## src/hdl/pva_pkg.sv

```systemverilog
// ----------------------------------------------------------------------------
// pva_pkg
// shared types, opcodes and constants for the voice allocator
// ----------------------------------------------------------------------------
`default_nettype none

package pva_pkg;

  localparam int DEF_VOICE_COUNT = 32;
  localparam int DEF_PART_COUNT  = 4;
  localparam int DEF_LANE_COUNT  = 16;

  localparam int IN_W  = 40;   // 39 bits of fields padded to bytes
  localparam int OUT_W = 112;  // 105 bits of fields padded to bytes

  localparam logic [9:0] VEL_FLOOR = 10'd20;

  typedef enum logic [2:0] {
    OP_NOTE_ON    = 3'd0,
    OP_NOTE_OFF   = 3'd1,
    OP_LANE_ON    = 3'd2,
    OP_LANE_OFF   = 3'd3,
    OP_SUSTAIN    = 3'd4,
    OP_LANE_UPD   = 3'd5,
    OP_ALL_OFF    = 3'd6,
    OP_FINISHED   = 3'd7
  } op_t;

  typedef enum logic {
    REG_DETUNE_SCALE = 1'b0,
    REG_PART_ARTIC   = 1'b1
  } reg_t;

  typedef enum logic [1:0] {
    ST_IDLE,
    ST_SCAN,
    ST_APPLY,
    ST_OUT
  } state_t;

  // command broadcast to every cell
  typedef struct packed {
    logic       apply;     // commit state change
    op_t        op;
    logic [1:0] part;
    logic [3:0] lane;
    logic [6:0] note;
    logic [3:0] artic;
    logic       sus;
    logic       part_sus;  // current sustain of the part
    logic       sus_drop;  // sustain goes 1 to 0
    logic       alloc;     // this item allocates
    logic [4:0] alloc_idx;
    logic       lane_on;
    logic [4:0] vid;
  } cell_cmd_t;

  // per cell status
  typedef struct packed {
    logic rel;
    logic upd;
  } cell_stat_t;

endpackage

`default_nettype wire

```

## src/hdl/polyphonic_voice_allocator_unit.sv

```systemverilog
// ----------------------------------------------------------------------------
// polyphonic_voice_allocator_unit
// voice table for a polyphonic synth built as a row of voice cells
// ----------------------------------------------------------------------------
// A request is accepted in the idle cycle and then passes a scan cycle in
// which first-free and first-carry tokens ripple through the row of voice
// cells and the humanize hash is reduced, an apply cycle that commits the
// cell updates and loads the result register, and the output cycle in
// which the result is offered. The next request is taken once the result
// is handed over; an output stall stretches the output cycle. Rejected
// requests give an all-zero result and change nothing.
`default_nettype none

module polyphonic_voice_allocator_unit #(
  parameter int VOICE_COUNT = pva_pkg::DEF_VOICE_COUNT,
  parameter int PART_COUNT  = pva_pkg::DEF_PART_COUNT,
  parameter int LANE_COUNT  = pva_pkg::DEF_LANE_COUNT
) (
  input  wire logic                     clk,
  input  wire logic                     rst,
  input  wire logic                     s_axis_tvalid,
  output logic                          s_axis_tready,
  // opcode[2:0] part[5:3] lane[10:6] note[17:11] velocity[27:18]
  // articulation[31:28] sustain_flag[32] gesture_flag[33] voice_id[38:34]
  input  wire logic [pva_pkg::IN_W-1:0] s_axis_tdata,
  output logic                          m_axis_tvalid,
  input  wire logic                     m_axis_tready,
  // accepted[0] voice_index[5:1] stolen[6] detune_q8[20:7] velocity_out[30:21]
  // articulation_out[34:31] carry_valid[35] carry_voice[40:36]
  // released_mask[72:41] updated_mask[104:73], zero above
  output logic [pva_pkg::OUT_W-1:0]     m_axis_tdata,
  input  wire logic                     cfg_we,
  input  wire logic                     cfg_index,
  input  wire logic [15:0]              cfg_data
);
  import pva_pkg::*;

  state_t state, state_next;

  // configuration registers
  logic [9:0]  detune_scale;
  logic [15:0] part_artic;

  always_ff @(posedge clk) begin
    if (rst) begin
      detune_scale <= '0;
      part_artic   <= '0;
    end else if (cfg_we) begin
      unique case (reg_t'(cfg_index))
        REG_DETUNE_SCALE: detune_scale <= cfg_data[9:0];
        REG_PART_ARTIC:   part_artic   <= cfg_data;
        default: ;
      endcase
    end
  end

  // captured request
  logic [IN_W-1:0] req;
  op_t         op;
  logic [2:0]  part;
  logic [4:0]  lane, vid;
  logic [6:0]  note;
  logic [9:0]  vel;
  logic [3:0]  artic;
  logic        sus, gest;
  assign op    = op_t'(req[2:0]);
  assign part  = req[5:3];
  assign lane  = req[10:6];
  assign note  = req[17:11];
  assign vel   = req[27:18];
  assign artic = req[31:28];
  assign sus   = req[32];
  assign gest  = req[33];
  assign vid   = req[38:34];

  logic part_ok, lane_ok, ok;
  always_comb begin
    part_ok = 32'(part) < PART_COUNT;
    lane_ok = 32'(lane) < LANE_COUNT;
    unique case (op)
      OP_NOTE_ON, OP_NOTE_OFF, OP_SUSTAIN: ok = part_ok;
      OP_LANE_ON, OP_LANE_OFF:             ok = part_ok && lane_ok;
      OP_LANE_UPD:                         ok = lane_ok;
      OP_ALL_OFF:                          ok = 1'b1;
      default:                             ok = 32'(vid) < VOICE_COUNT;
    endcase
  end

  // part sustain flags
  logic [3:0] part_sus;

  // hash reduction: h <= 17*3+7*127+3*15 = 985; h mod 11 by reciprocal
  logic [9:0]  hash;
  logic [9:0]  quot;
  logic [10:0] rem_w;
  logic signed [4:0]  step;
  logic signed [4:0]  step_r;
  always_comb begin
    hash  = 10'(part) * 10'd17 + 10'(note) * 10'd7
            + (op == OP_LANE_ON ? 10'(lane) * 10'd3 : 10'd0);
    quot  = 10'((20'(hash) * 20'd745) >> 13);
    rem_w = 11'(hash) - 11'(quot) * 11'd11;
    if (rem_w >= 11'd11) rem_w = rem_w - 11'd11;
    step  = 5'(signed'({1'b0, rem_w[3:0]})) - 5'sd5;
  end

  // cell row
  cell_cmd_t  cmd;
  cell_stat_t stat [VOICE_COUNT];
  logic       free_c  [VOICE_COUNT+1];
  logic [4:0] free_i  [VOICE_COUNT+1];
  logic       carry_c [VOICE_COUNT+1];
  logic [4:0] carry_i [VOICE_COUNT+1];
  logic       alloc_op;

  assign free_c[0]  = 1'b0;
  assign free_i[0]  = '0;
  assign carry_c[0] = 1'b0;
  assign carry_i[0] = '0;

  logic       free_r, carry_r;
  logic [4:0] free_idx_r, carry_idx_r;

  assign alloc_op = ok && (op == OP_NOTE_ON || op == OP_LANE_ON);

  always_comb begin
    cmd.apply     = state == ST_APPLY && ok;
    cmd.op        = op;
    cmd.part      = part[1:0];
    cmd.lane      = lane[3:0];
    cmd.note      = note;
    cmd.artic     = op == OP_NOTE_ON ? part_artic[4*part[1:0] +: 4] : artic;
    cmd.sus       = sus;
    cmd.part_sus  = part_sus[part[1:0]];
    cmd.sus_drop  = part_sus[part[1:0]] && !sus;
    cmd.alloc     = alloc_op;
    cmd.alloc_idx = free_r ? free_idx_r : 5'd0;
    cmd.lane_on   = op == OP_LANE_ON;
    cmd.vid       = vid;
  end

  for (genvar g = 0; g < VOICE_COUNT; g++) begin : g_cell
    pva_cell u_cell (
      .clk, .rst,
      .idx          (5'(g)),
      .cmd,
      .free_in      (free_c[g]),
      .free_idx_in  (free_i[g]),
      .free_out     (free_c[g+1]),
      .free_idx_out (free_i[g+1]),
      .carry_in     (carry_c[g]),
      .carry_idx_in (carry_i[g]),
      .carry_out    (carry_c[g+1]),
      .carry_idx_out(carry_i[g+1]),
      .stat         (stat[g])
    );
  end

  logic [31:0] rel_mask, upd_mask;
  always_comb begin
    rel_mask = '0;
    upd_mask = '0;
    for (int i = 0; i < VOICE_COUNT; i++) begin
      rel_mask[i] = stat[i].rel;
      upd_mask[i] = stat[i].upd;
    end
  end

  // result fields
  logic               r_acc, r_stolen, r_carry;
  logic [4:0]         r_vidx, r_cidx;
  logic signed [13:0] r_det;
  logic [9:0]         r_vel;
  logic [3:0]         r_artic;
  logic [31:0]        r_rel, r_upd;

  always_comb begin
    state_next = state;
    unique case (state)
      ST_IDLE:  if (s_axis_tvalid) state_next = ST_SCAN;
      ST_SCAN:  state_next = ST_APPLY;
      ST_APPLY: state_next = ST_OUT;
      ST_OUT:   if (m_axis_tready) state_next = ST_IDLE;
      default:  state_next = ST_IDLE;
    endcase
  end

  always_ff @(posedge clk) begin
    if (rst) state <= ST_IDLE;
    else     state <= state_next;
  end

  assign s_axis_tready = state == ST_IDLE;
  assign m_axis_tvalid = state == ST_OUT;

  always_ff @(posedge clk) begin
    if (rst) begin
      part_sus <= '0;
    end else if (cmd.apply && op == OP_SUSTAIN) begin
      part_sus[part[1:0]] <= sus;
    end
  end

  always_ff @(posedge clk) begin
    if (s_axis_tvalid && s_axis_tready) req <= s_axis_tdata;
    if (state == ST_SCAN) begin
      free_r      <= free_c[VOICE_COUNT];
      free_idx_r  <= free_i[VOICE_COUNT];
      carry_r     <= carry_c[VOICE_COUNT] && gest && op == OP_LANE_ON && ok;
      carry_idx_r <= carry_i[VOICE_COUNT];
      step_r      <= step;
    end
    if (state == ST_APPLY) begin
      r_acc    <= ok;
      r_stolen <= alloc_op && !free_r;
      r_vidx   <= alloc_op ? cmd.alloc_idx : 5'd0;
      r_det    <= alloc_op ? 14'(step_r * signed'({1'b0, detune_scale})) : 14'sd0;
      r_vel    <= alloc_op ? (vel < VEL_FLOOR ? VEL_FLOOR : vel) : 10'd0;
      r_artic  <= alloc_op ? cmd.artic : 4'd0;
      r_carry  <= carry_r;
      r_cidx   <= carry_r ? carry_idx_r : 5'd0;
      r_rel    <= ok ? rel_mask : 32'd0;
      r_upd    <= ok ? upd_mask : 32'd0;
    end
  end

  assign m_axis_tdata = {7'b0000000, r_upd, r_rel, r_cidx, r_carry, r_artic, r_vel,
                         r_det, r_stolen, r_vidx, r_acc};

endmodule

`default_nettype wire

```

## src/hdl/pva_cell.sv

```systemverilog
// ----------------------------------------------------------------------------
// pva_cell
// one voice slot; passes first-free and first-carry search tokens along
// ----------------------------------------------------------------------------
`default_nettype none

module pva_cell (
  input  wire logic               clk,
  input  wire logic               rst,
  input  wire logic [4:0]         idx,
  input  wire pva_pkg::cell_cmd_t cmd,
  input  wire logic               free_in,   // free voice found before this cell
  input  wire logic [4:0]         free_idx_in,
  output logic                    free_out,
  output logic [4:0]              free_idx_out,
  input  wire logic               carry_in,
  input  wire logic [4:0]         carry_idx_in,
  output logic                    carry_out,
  output logic [4:0]              carry_idx_out,
  output pva_pkg::cell_stat_t     stat
);
  import pva_pkg::*;

  logic       active, lane_valid, key_rel, releasing, local_sus;
  logic [6:0] note;
  logic [1:0] part;
  logic [3:0] lane, artic;
  logic       hit_off, hit_lane_off, hit_sus, hit_upd, hit_carry, rel_now;

  always_comb begin
    hit_off      = active && part == cmd.part && !lane_valid && note == cmd.note;
    hit_lane_off = active && part == cmd.part && lane_valid && lane == cmd.lane
                   && note == cmd.note;
    hit_carry    = active && part == cmd.part && lane_valid && lane == cmd.lane;
    hit_sus      = active && part == cmd.part && key_rel && cmd.sus_drop;
    hit_upd      = active && lane_valid && lane == cmd.lane;
    rel_now      = 1'b0;
    unique case (cmd.op)
      OP_NOTE_OFF: rel_now = hit_off && !cmd.part_sus;
      OP_LANE_OFF: rel_now = hit_lane_off && !local_sus;
      OP_SUSTAIN:  rel_now = hit_sus;
      OP_ALL_OFF:  rel_now = active;
      default:     rel_now = 1'b0;
    endcase
    rel_now = rel_now && !releasing;

    free_out      = free_in || !active;
    free_idx_out  = free_in ? free_idx_in : idx;
    carry_out     = carry_in || hit_carry;
    carry_idx_out = carry_in ? carry_idx_in : idx;

    stat.rel       = rel_now;
    stat.upd       = cmd.op == OP_LANE_UPD && hit_upd;
  end

  always_ff @(posedge clk) begin
    if (rst) begin
      active <= 1'b0; lane_valid <= 1'b0; key_rel <= 1'b0;
      releasing <= 1'b0; local_sus <= 1'b0;
      note <= '0; part <= '0; lane <= '0; artic <= '0;
    end else if (cmd.apply) begin
      if (cmd.alloc && cmd.alloc_idx == idx) begin
        active     <= 1'b1;
        note       <= cmd.note;
        part       <= cmd.part;
        lane_valid <= cmd.lane_on;
        lane       <= cmd.lane_on ? cmd.lane : 4'd0;
        key_rel    <= 1'b0;
        releasing  <= 1'b0;
        local_sus  <= cmd.lane_on ? cmd.sus : 1'b0;
        artic      <= cmd.artic;
      end else begin
        if (rel_now) releasing <= 1'b1;
        if ((cmd.op == OP_NOTE_OFF && hit_off) ||
            (cmd.op == OP_LANE_OFF && hit_lane_off)) key_rel <= 1'b1;
        if (stat.upd) begin
          local_sus <= cmd.sus;
          artic     <= cmd.artic;
        end
        if (cmd.op == OP_FINISHED && cmd.vid == idx && active && releasing)
          active <= 1'b0;
      end
    end
  end

endmodule

`default_nettype wire
```

## config.mk

```make
export PLATFORM = sky130hd
export DESIGN_NAME = polyphonic_voice_allocator_unit
export DESIGN_NICKNAME = d
export VERILOG_FILES = /design/src/hdl/pva_pkg.sv /design/src/hdl/polyphonic_voice_allocator_unit.sv /design/src/hdl/pva_cell.sv
export SDC_FILE = /design/constraint.sdc
export NUM_CORES = 2
export LEC_CHECK = 0
export BUFFER_PORTS_ARGS = -buffer_cell sky130_fd_sc_hd__buf_2
export CAP_MARGIN = 10
export CORE_UTILIZATION = 58
export CTS_CLUSTER_DIAMETER = 40
export CTS_CLUSTER_SIZE = 30
export DETAILED_ROUTE_END_ITERATION = 6
export GPL_TIMING_DRIVEN = 0
export PLACE_DENSITY = 0.75
export REMOVE_ABC_BUFFERS = 1
export SLEW_MARGIN = 40
export SYNTH_ARGS = -nofsm -noshare
export SYNTH_HDL_FRONTEND = slang
export SYNTH_HIERARCHICAL = 1
export SYNTH_SLANG_ARGS = --single-unit
```

## constraint.sdc

```tcl
create_clock -name clk -period 30.4 [get_ports clk]
set_input_delay 1.52 -clock clk [delete_from_list [all_inputs] [get_ports clk]]
set_output_delay 1.52 -clock clk [all_outputs]
set_load 0.02 [all_outputs]
```

Word-level counts from Yosys, hierarchy flattened
Cells that the tools add are included.

storage, ports and cells
  output and inout port bits = 114
  register bits after elaboration = 769
  input port bits = 62
  logic and storage cells = 2022

cells by class
  $add $sub $neg = 5
  reductions and logical operators = 1183
  bitwise gates (word level) = 2
  magnitude comparators = 6
  mux-type cells = 364
  equal/unequal tests = 170
  shifts and indexed selects = 1
  multipliers = 6

operator list
  kind                                                                                   count
  1-bit logical AND                                                                      651
  2-bit AND reduction                                                                    165
  1-bit two-way mux                                                                      263
  2-bit nonzero test                                                                     128
  7-bit == test                                                                          32
  5-bit == test (second input constant)                                                  32
  4-bit two-way mux                                                                      35
  1-bit zero test                                                                        131
  4-bit == test                                                                          32
  1-bit case mux with 4 select lines                                                     32
  1-bit logical OR                                                                       95
  5-bit by 4-bit == test with 1-bit output (second input constant)                       16
  2-bit == test                                                                          32
  3-bit two-way mux                                                                      16
  5-bit by 3-bit == test with 1-bit output (second input constant)                       8
  16-bit AND reduction                                                                   2
  5-bit by 2-bit == test with 1-bit output (second input constant)                       4
  10-bit by 10-bit multiplier with 20-bit output (second input constant)                 1
  2-bit two-way mux                                                                      10
  8-bit AND reduction                                                                    2
  16-bit by 5-bit variable part select with 4-bit output                                 1
  5-bit by 11-bit multiplier with 14-bit output                                          1
  3-bit == test (second input constant)                                                  4
  11-bit by 4-bit greater-or-equal comparator with 1-bit output (second input constant)  1
  other kinds (35)                                                                       43

Longest topological paths before layout
  depth after elaboration = 38
  gate-level depth with buffers = 68
  depth with buffers taken out = 48

Cells and area by module
Netlist, hierarchy kept.

by module, submodules not included
  module                           area each (um^2)  cells each  sequential area each (um^2)  times used
  pva_cell                         1222.4            134         360.3                        32
  polyphonic_voice_allocator_unit  12615.8           1104        5475.3                       1

Worst setup path before layout
Ideal clock, no wire load.

  path kind = register -> register
  start = register req[1]
  end = register step_r[4] (data pin)
  path slack = 13609 ps
  period minus slack after synthesis = 16791 ps
  required time = 30139 ps
  arrival time = 16530 ps
  setup time = 261 ps
  buffers on the path = 1
  stages on the path, launching flop included = 43
  cell sequence = edfxtp_1 > clkbuf_1 > nand2_1 > inv_1 > nand2b_1 > fa_1 > inv_1 > fa_1 > a21o_1 > a21oi_1 > o21bai_1 > a21oi_1 > o21bai_1 > a21oi_1 > xor2_1 > ha_1 > fa_1 > inv_1 > [... 7 more ...] > o2111ai_1 > a21oi_1 > xnor2_1 > ha_1 > inv_1 > fa_1 > inv_1 > fa_1 > inv_1 > ha_1 > o21a_1 > nor2_1 > a2111oi_1 > a311oi_2 > nand3b_2 > mux2i_1 > ha_1 > o32a_1

RTL lines
  item                    RTL line                                RTL
  from (decl)             polyphonic_voice_allocator_unit.sv:58   logic [IN_W-1:0] req;
  from (signal assigned)  polyphonic_voice_allocator_unit.sv:205  if (s_axis_tvalid && s_axis_tready) req <= s_axis_tdata;
  to (signal assigned)    polyphonic_voice_allocator_unit.sv:211  step_r <= step;
  to (decl)               polyphonic_voice_allocator_unit.sv:97   logic signed [4:0] step_r;

Worst setup path after layout
  start = register req[13]
  end = register step_r[4] (data pin)

between the ends
  cells in the longest elaborated chain, start to end = 9
  elaborated cells on any way between the ends = 10
  those cells by class = 5 x add/sub; 3 x mul; 1 x order compare; 1 x mux

ends and longest elaborated chain
  item                                                                                               RTL line                                RTL
  7-bit by 3-bit multiplier with 10-bit output *                                                     polyphonic_voice_allocator_unit.sv:99   hash = 10'(part) * 10'd17 + 10'(note) * 10'd7
  8-bit by 10-bit adder with 10-bit output *                                                         polyphonic_voice_allocator_unit.sv:99
  10-bit by 7-bit adder with 10-bit output *                                                         polyphonic_voice_allocator_unit.sv:100  + (op == OP_LANE_ON ? 10'(lane) * 10'd3 : 10'd0);
  10-bit by 10-bit multiplier with 20-bit output                                                     polyphonic_voice_allocator_unit.sv:101  quot = 10'((20'(hash) * 20'd745) >> 13);
  7-bit by 4-bit multiplier with 11-bit output                                                       polyphonic_voice_allocator_unit.sv:102  rem_w = 11'(hash) - 11'(quot) * 11'd11;
  10-bit by 11-bit subtractor with 11-bit output *                                                   polyphonic_voice_allocator_unit.sv:102
  11-bit by 4-bit greater-or-equal comparator with 1-bit output or 4-bit subtractor (tied branches)  polyphonic_voice_allocator_unit.sv:103  if (rem_w >= 11'd11) rem_w = rem_w - 11'd11;
  4-bit two-way mux *                                                                                polyphonic_voice_allocator_unit.sv:103
  4-bit by 3-bit subtractor with 5-bit output *                                                      polyphonic_voice_allocator_unit.sv:104  step = 5'(signed'({1'b0, rem_w[3:0]})) - 5'sd5;
  named net step[4]                                                                                  polyphonic_voice_allocator_unit.sv:96   logic signed [4:0] step;

Mark *: on every way through the listed nets, which the timed path passes. The rest lies on a longest branch.
A chain may end at the register's enable or synchronous reset.

==> results_dict.tcl <==
set metrics [dict create \
    grt.overflow.total 0 \
    numCtsBuffers 119 \
    cpPeakStageDelay_ps 620 \
    clk_latency_ps 700 \
    wl_per_cell_um 18.67 \
    final_layout_size_suffix_gt1_frac 0.1916 \
    layout.nets 6603 \
    first_pass_iters 7 \
    crit_path_max_fanout 10 \
    cts_buffer_depth 3 \
    synth_top_cell_area_share 0.2353 \
    hp-class "register to register" \
    worstHoldStart "part_artic[9]" \
    path_class "register to register" \
    fin_crit_sh 0.4099 \
    status "finished clean" \
    yosysSeqAreaShare 0.3287 \
    grt_pass1_wl_um 224800 \
    finalSetupTns_ps 0 \
    via_count 42660 \
    slew_violations 0 \
    fmax_mhz 80.26 \
    h-tree-depth 3 \
    synthAdderAreaFrac 0.06607 \
    dieWidth_um 300.7 \
    wl_met2_um 68390 \
    r2r_setup_slack_ps 17940 \
    ant_nets 0 \
    worstPathArrival_ps 12890 \
    crit_required_ps 30830 \
    viasPerCell 5.621 \
    synth-seq-cells 769 \
    dieArea_um2 90390 \
    start_util 0.5854 \
    layout_setup_ws_ps 17940 \
    wl_met3_um 8644 \
    ctsResizeCount 0 \
    yosys_warnings 6 \
    rsz0062_at_grt "no" \
    yosys.area_share.simple 0.2061 \
    postCtsSetupBuffers 0 \
    whs_path_depth 2 \
    synthXorXnorAreaFrac 0.1314 \
    syn-cell-area_um2 51730 \
    cts_num_sinks 769 \
    synthTopCellsByArea "dfxtp_1 24%, edfxtp_1 9.3%, xnor2_1 9.1%, mux2_2 7.1%, mux2i_1 6.9%" \
    cts.clk_slew.worst_paths_ps 60 \
    std_cell_rows 109 \
    cap_viol_max_count 0 \
    start_kind "register" \
    synth_top_family_by_area "simple AND/OR/NAND/NOR gates" \
    async_reset_ff_frac 0 \
    routed.top_layer "met5" \
    cts_hold_buf 0 \
    fin_skew_ps 30.87 \
    hold_viol 0 \
    die_height_um 300.7 \
    synth-compound-area-share 0.08015 \
    reg2regPathDepth 45 \
    reg2reg_from "req[13]" \
    root_buffer "clkbuf_16" \
    gr-usage-all-layers 0.3101 \
    wl_met1_um 58950 \
    fin_crit_ps 12460 \
    core_region_area_um2 88370 \
    muxShareOfSynthArea 0.1425 \
    io_pins 176 \
    antenna_found_initial 6 \
    first_iter_violations 2862 \
    rr_endpoint "step_r[4]" \
    syn_avg_cell_area_um2 9.594 \
    portBuffers 167 \
    grt_start_max_net_pins 89 \
    synth-edff-count 161 \
    synth_top_area_cell "dfxtp_1" \
    drc 0 \
    gp_congestion 0.8253 \
    tritoncts "done" \
    hold_end "part_artic[9]" \
    dpl_worst_slack_ps 18080 \
    slowest_stage "xor2_1" \
    setup_viol 0 \
    dp_hpwl_um 100800 \
    synth_cell_type_count 72 \
    drt_wl_total_um 141700 \
    max_slew_margin 0.4732 \
    cpMostUsedCell "fa_1" \
    grt_pass1_vias 42250 \
    nFillCells 6381 \
    tightest_slew_ps 784.5 \
    cp-startpoint "req[13]" \
    cp-end-kind "register" \
    syn_inst 5392 \
    synth_flop_cell "dfxtp_1" \
    area_growth_pct 20.81 \
    holdWs_ps 451.9 \
]
## worst max path at each step
stage | end | slack [ps] | depth (start not counted)
floorplan | step_r[4] | 13180 | 41
global placement | step_r[4] | 7030 | 42
detailed placement | step_r[4] | 18080 | 45
CTS | step_r[4] | 17970 | 45
global route | step_r[4] | 17100 | 43
finish | step_r[4] | 17940 | 45
## registers in the layout (all words and copies together) (netlist names), 5 cells and up
register,flops
detune_scale,10
g_cell.u_cell/lane_valid,32
r_cidx,5
part_artic,16
step_r,5
r_vel,10
carry_idx_r,5
free_idx_r,5
g_cell.u_cell/part,64
r_rel,32
r_upd,32
g_cell.u_cell/note,224
req,39
g_cell.u_cell/releasing,32
g_cell.u_cell/local_sus,32
g_cell.u_cell/lane,128
g_cell.u_cell/key_rel,32
g_cell.u_cell/active,32
r_det,14
r_vidx,5
## routing by layer
layer	vias to the layer above	track usage
met5	-	0
met4	2	0.1315
met3	396	0.03925
met2	1457	0.5304
met1	20700	0.3931
li1	20110	-
## cells in the mapped netlist, types with 33 or more instances
master    number
nand2_1      217
nor2b_1       41
a21oi_1      185
a41oi_1       64
nor4_1        96
mux2_2       324
xor2_1       236
nand4_1      130
nand3_1      237
nor3_2        64
ha_1         150
inv_1        188
buf_6         64
buf_4         42
clkbuf_1     154
a21oi_2       64
o21ai_0       37
o21a_1        33
or3_1         33
and2_1       143
nor2_1       555
nor3_1        44
nand2b_1     167
edfxtp_1     161
mux2i_1      358
or2b_1        64
xnor2_1      538
dfxtp_1      608
fa_1          77
## through the flow
| stage | utilization | std cells | cell area, µm² |
|---|---|---|---|
| global placement | 0.6210 | 7121 | 54880 |
| global route | 0.7072 | 7590 | 62500 |
| floorplan | - | 5789 | 52590 |
| finish | 0.7072 | 7590 | 62500 |
| detailed placement | 0.6597 | 7358 | 58300 |
| CTS | 0.7069 | 7584 | 62480 |
## layout by cell type (no fill, tap or decap), types with 33 or more instances in the layout
cell       instances
a21oi_1          185
a21oi_2           64
a41oi_1           64
and2_1           136
buf_2            166
buf_6            168
buf_8             33
clkbuf_16        124
conb_1           659
dfxtp_1          608
edfxtp_1         161
fa_1              77
ha_1             148
inv_1            186
mux2_2           324
mux2i_1          358
nand2_1          217
nand2b_1         167
nand3_1          237
nand4_1          130
nor2_1           554
nor2b_1           40
nor3_1            43
nor3_2            33
nor4_1            96
o21a_1            33
o21ai_0           37
or2b_1            64
or3_1             33
xnor2_1          534
xor2_1           236
## area by class of cell
type / count / area (µm²) / area share
Clock buffer: 137 / 3172 / 0.05075
Clock inverter: 89 / 999.7 / 0.01600
Tap cell: 1165 / 1458 / 0.02332
Antenna cell: 6 / 15.01 / 0.0002402
Multi-Input combinational cell: 4830 / 35160 / 0.5625
Timing Repair Buffer: 404 / 3971 / 0.06354
Inverter: 190 / 723.2 / 0.01157
Sequential cell: 769 / 17010 / 0.2721
## critical path, delay by kind of cell (launching register included)
family	cells	cell delay, ps
XOR/XNOR	2	890
flip-flops	1	590
AO/OA/AOI/OAI	14	3060
AND/OR/NAND/NOR	4	760
multiplexers	1	100
buffers and inverters	9	820
adder cells (fa/ha/maj)	15	5930
## cell families (layout without fill, tap and decap cells)
| kind of cell | Yosys count | after routing |
|---|---|---|
| other | 2 | 665 |
| and+or+nand+nor | 1914 | 1914 |
| adders and majority gates | 227 | 227 |
| DFF | 769 | 769 |
| buffers and inverters | 450 | 820 |
| xor gates and xnor gates | 775 | 775 |
| muxes | 689 | 689 |
| AOI/OAI and AO/OA | 566 | 566 |
Power is not shown: default switching activity piles up to over one toggle a cycle in this logic, so the estimate is an artifact.
